### config.mk
export PLATFORM = sky130hd
export DESIGN_NAME = fifo_kvs_cfg
export DESIGN_NICKNAME = d
export VERILOG_FILES = /design/src/sv/fifo_kvs_pkg.sv /design/src/sv/fifo_kvs_cfg.sv
export SDC_FILE = /design/constraint.sdc
export NUM_CORES = 1
export LEC_CHECK = 0
export ABC_AREA = 0
export BUFFER_PORTS_ARGS = -buffer_cell sky130_fd_sc_hd__buf_2
export CORE_MARGIN = 2
export CORE_UTILIZATION = 26
export CTS_CLUSTER_DIAMETER = 50
export CTS_CLUSTER_SIZE = 16
export DETAILED_ROUTE_END_ITERATION = 16
export HOLD_SLACK_MARGIN = 0.03
export PLACE_DENSITY_LB_ADDON = 0.05
export SLEW_MARGIN = 25
export SYNTH_ARGS = -nofsm -noshare
export SYNTH_HDL_FRONTEND = slang
export SYNTH_SLANG_ARGS = --single-unit
### constraint.sdc
create_clock -name i_clk -period 0.9 [get_ports i_clk]
set_clock_uncertainty 0.1 [all_clocks]
set_input_delay 0.09 -clock i_clk [delete_from_list [all_inputs] [get_ports i_clk]]
set_output_delay 0.09 -clock i_clk [all_outputs]
set_load 0.01 [all_outputs]
### src/sv/fifo_kvs_pkg.sv
// shared types, constants and helpers for the fifo-replaced key/value store
// no dependencies; imported by every module of the block
package fifo_kvs_pkg;

    localparam int KEY_W   = 31;
    localparam int VALUE_W = 64;
    localparam int CTX_W   = 2;
    localparam int LEN_W   = 4;
    localparam int BYTES   = VALUE_W / 8;

    localparam int RING_SIZE_DEF     = 16;
    localparam int CONTEXT_COUNT_DEF = 4;

    // request opcodes
    localparam logic OP_INSERT = 1'b0;
    localparam logic OP_LOOKUP = 1'b1;

    // register map: one register, 4-byte stride
    localparam int              APB_AW        = 3;
    localparam logic            REG_VALUE_LEN = 1'b0;
    localparam logic [LEN_W-1:0] VALUE_LEN_RST = LEN_W'(8);

    typedef struct packed {
        logic [KEY_W-1:0]   key;
        logic [VALUE_W-1:0] value;
    } t_slot;

    // keep the low n bytes, zero the rest (n of eight or more keeps all)
    function automatic logic [VALUE_W-1:0] keep_bytes(input logic [VALUE_W-1:0] v,
                                                      input logic [LEN_W-1:0]   n);
        logic [VALUE_W-1:0] m;
        m = '0;
        for (int b = 0; b < BYTES; b++) begin
            if (LEN_W'(b) < n) begin
                m[b*8 +: 8] = 8'hFF;
            end
        end
        return v & m;
    endfunction

endpackage

### src/sv/fifo_kvs_cfg.sv
// apb register block holding value_len
// depends on fifo_kvs_pkg for the register map and reset value
module fifo_kvs_cfg
    import fifo_kvs_pkg::*;
(
    input  logic              i_clk,
    input  logic              i_rst_n,
    input  logic              psel,
    input  logic              penable,
    input  logic              pwrite,
    input  logic [APB_AW-1:0] paddr,
    input  logic [31:0]       pwdata,
    output logic [31:0]       prdata,
    output logic              pready,
    output logic [LEN_W-1:0]  o_value_len
);

    logic [LEN_W-1:0] r_value_len;
    logic             w_sel_len;

    assign w_sel_len = (paddr[APB_AW-1] == REG_VALUE_LEN);

    // register write
    always_ff @(posedge i_clk) begin
        if (!i_rst_n) begin
            r_value_len <= VALUE_LEN_RST;
        end else if (psel && penable && pwrite && w_sel_len) begin
            r_value_len <= pwdata[LEN_W-1:0];
        end
    end

    // read back
    assign prdata      = w_sel_len ? {{(32-LEN_W){1'b0}}, r_value_len} : 32'd0;
    assign pready      = 1'b1;
    assign o_value_len = r_value_len;

endmodule

==> results_dict.tcl <==
set metrics [dict create \
    yosysMostFrequentCell "buf_4" \
    p_leak_nw 0.297 \
    path_class "reg -> out" \
    drive_gt1_share_pct 37.7 \
    grt_max_degree 9 \
    setup_violations 6 \
    outcome "complete, but fails checks" \
    crit_family "flip-flops" \
    core_area_sq_mm 0.00152 \
    grt_util_all_layers_pct 6.64 \
    drv_slew 0 \
    critPathLaunchType "flip-flop" \
    htree_levels 1 \
    clk_latency_ns 0.23 \
    slowest_delay_ns 0.31 \
    antenna_cells 0 \
    via_per_inst 3.30 \
    reg2reg_from "o_value_len[3]" \
    min-delay-path-class "in -> reg" \
    fmax_mhz 968 \
    violations "negative setup slack" \
    rsz0062_at_grt "yes" \
    area_growth_pct 22.0 \
    cp_max_fo 2 \
    maxCapViolations 0 \
    crit_path_end_kind "output pin" \
    power_density_mw_per_mm2 1030 \
    async_flop_share_pct 0 \
    syn_inst 53 \
    io_buffers 17 \
    pin_count 77 \
    worstPathArrival_ns 0.84 \
    critical_path_required_ns 0.71 \
    cts_buffers 3 \
    cts.path.max_buffers 2 \
    dieArea_sq_mm 0.00200 \
    hpwl_um 541 \
    worstPathCellList "and2b_2, buf_6" \
    synth_area_per_cell_sq_um 8.14 \
    die_y_um 44.7 \
    cp_slowest_cell "dfxtp_2" \
    total_power_w 0.000544 \
    hold_start "i_rst_n" \
    synth-edff-count 0 \
    drt_pass1_iterations 1 \
    fin_crit_sh_pct 115 \
    whs_endpoint "o_value_len[2]" \
    syn_area_sq_um 432 \
    routed_wirelength_um 713 \
    placementRows 14 \
    drcViolationCount 0 \
    dp.cells 84 \
    synth_ff_type "dfxtp_1" \
    die_x_um 44.7 \
    reg2reg_setup_slack_ns 0.07 \
    finish.utilization_pct 34.6 \
    wl_per_cell_um 7.67 \
    cts.sinks 4 \
    synth_warnings 0 \
    synth.largest_area_cell "buf_4" \
    hold_depth 3 \
    fin_nets 119 \
    layout_setup_ws_ns -0.133 \
    finalHoldViolCount 0 \
    critPathLaunch "o_value_len[1]" \
    fillers 164 \
    grt_pass1_wl_um 869 \
    synth_commonest_cells "buf_4 (29), nand2_1 (6), dfxtp_1 (4), mux2i_1 (4), nor2b_1 (4)" \
    crit_buf_inv 1 \
    start_util_pct 28.3 \
    cts-root-buf "clkbuf_4" \
    rr_worst_depth 3 \
    first_iter_violations 0 \
    place_congestion 0.619 \
    vias 307 \
    clkTransAtPathRegs_ns 0.04 \
    antenna_found_initial 0 \
    synthTopCellsByArea "buf_4 (50%), dfxtp_1 (19%), mux2i_1 (9.3%)" \
    synth_top_area_share_pct 50.4 \
    ys_ff_latch 4 \
    ant_nets 0 \
    r2r_end "o_value_len[3]" \
    seq_area_frac_synth_pct 18.6 \
    cts_tree "built" \
    grt_pass1_vias 221 \
    grt-ovfl-total 0 \
    stdcell_count 93 \
    largest_register_ffs 4 \
    synth_cell_types 9 \
    vdd_drop_max_uv 425 \
    finalCriticalPeriod_ns 1.03 \
]
[worst max path at each step]
| stage | endpoint | slack, ns | cells after the start |
|---|---|---|---|
| CTS | prdata[3] | -0.14 | 2 |
| floorplan | prdata[0] | 0.11 | 1 |
| global placement | o_value_len[1] | -0.1 | 3 |
| finish | prdata[1] | -0.13 | 2 |
| global route | prdata[1] | -0.16 | 2 |
| detailed placement | o_value_len[0] | -0.09 | 3 |
[cell families (layout without fill, tap and decap cells)]
kind of cell / count (synthesis) / in the layout / synth area share (%)
flops: 4 / 4 / 18.6
buf+inv: 30 / 27 / 53.0
simple gates: 13 / 13 / 17.4
mux: 4 / 4 / 9.28
other cells: 2 / 29 / 1.74
[final cells by class]
| class | count | area (sq um) | share of cell area [%] |
|---|---|---|---|
| clock buffers | 3 | 22.5 | 4.28 |
| well taps | 16 | 20.0 | 3.80 |
| multi-input cells | 46 | 224 | 42.5 |
| flip-flops and latches | 4 | 85.1 | 16.2 |
| repair buffers | 24 | 175 | 33.3 |
[cells in the final DEF (no fill, tap or decap), drive strengths merged]
cell type	netlist	layout
dlygate4sd3	0	4
mux2i	4	4
buf	30	20
nand2	6	6
dfxtp	4	4
conb	2	29
nor2b	4	4
and4b	1	1
and2b	2	2
clkbuf	0	3
[stage by stage]
stage | worst slack (ns) | hold slack, ns | setup TNS (ns) | cell area (sq um)
finish | -0.133 | 0.0707 | -0.567 | 527
global route | -0.161 | 0.0921 | -0.768 | 527
global placement | -0.0961 | 0.246 | -0.343 | 417
detailed placement | -0.0866 | 0.248 | -0.313 | 417
floorplan | 0.114 | 0.126 | 0 | 533
CTS | -0.145 | 0.0628 | -0.649 | 532
[layer usage]
metal / vias up / track usage [%] / wire length (um)
li1: 153 / - / -
met1: 124 / 7.32 / 260
met2: 30 / 9.28 / 326
met3: 0 / 2.40 / 126
met4: 0 / 7.27 / 0
met5: - / 0 / 0
[timing repair]
item,4_1_cts,5_1_grt
setup endpoints to repair,7,7
gates cloned,0,0
resized for setup,8,0
endpoints found under the hold margin,4,0
buffers inserted,3,0
hold buffers,4,0
[worst reg2reg max path: stages, from the launching register on]
cell	delay (ns)
dfxtp_2	0.31
buf_4	0.13
nor2b_1	0.10
mux2i_1	0.07
[power by group]
part | total, W | switching (W) | internal, W
registers | 0.000185 | 0.00000196 | 0.000183
clock network | 0.000223 | 0.0000738 | 0.000149
logic | 0.000136 | 0.0000840 | 0.0000523
total | 0.000544 | 0.000160 | 0.000384
Note: power is estimated with default switching activity, not from simulation.
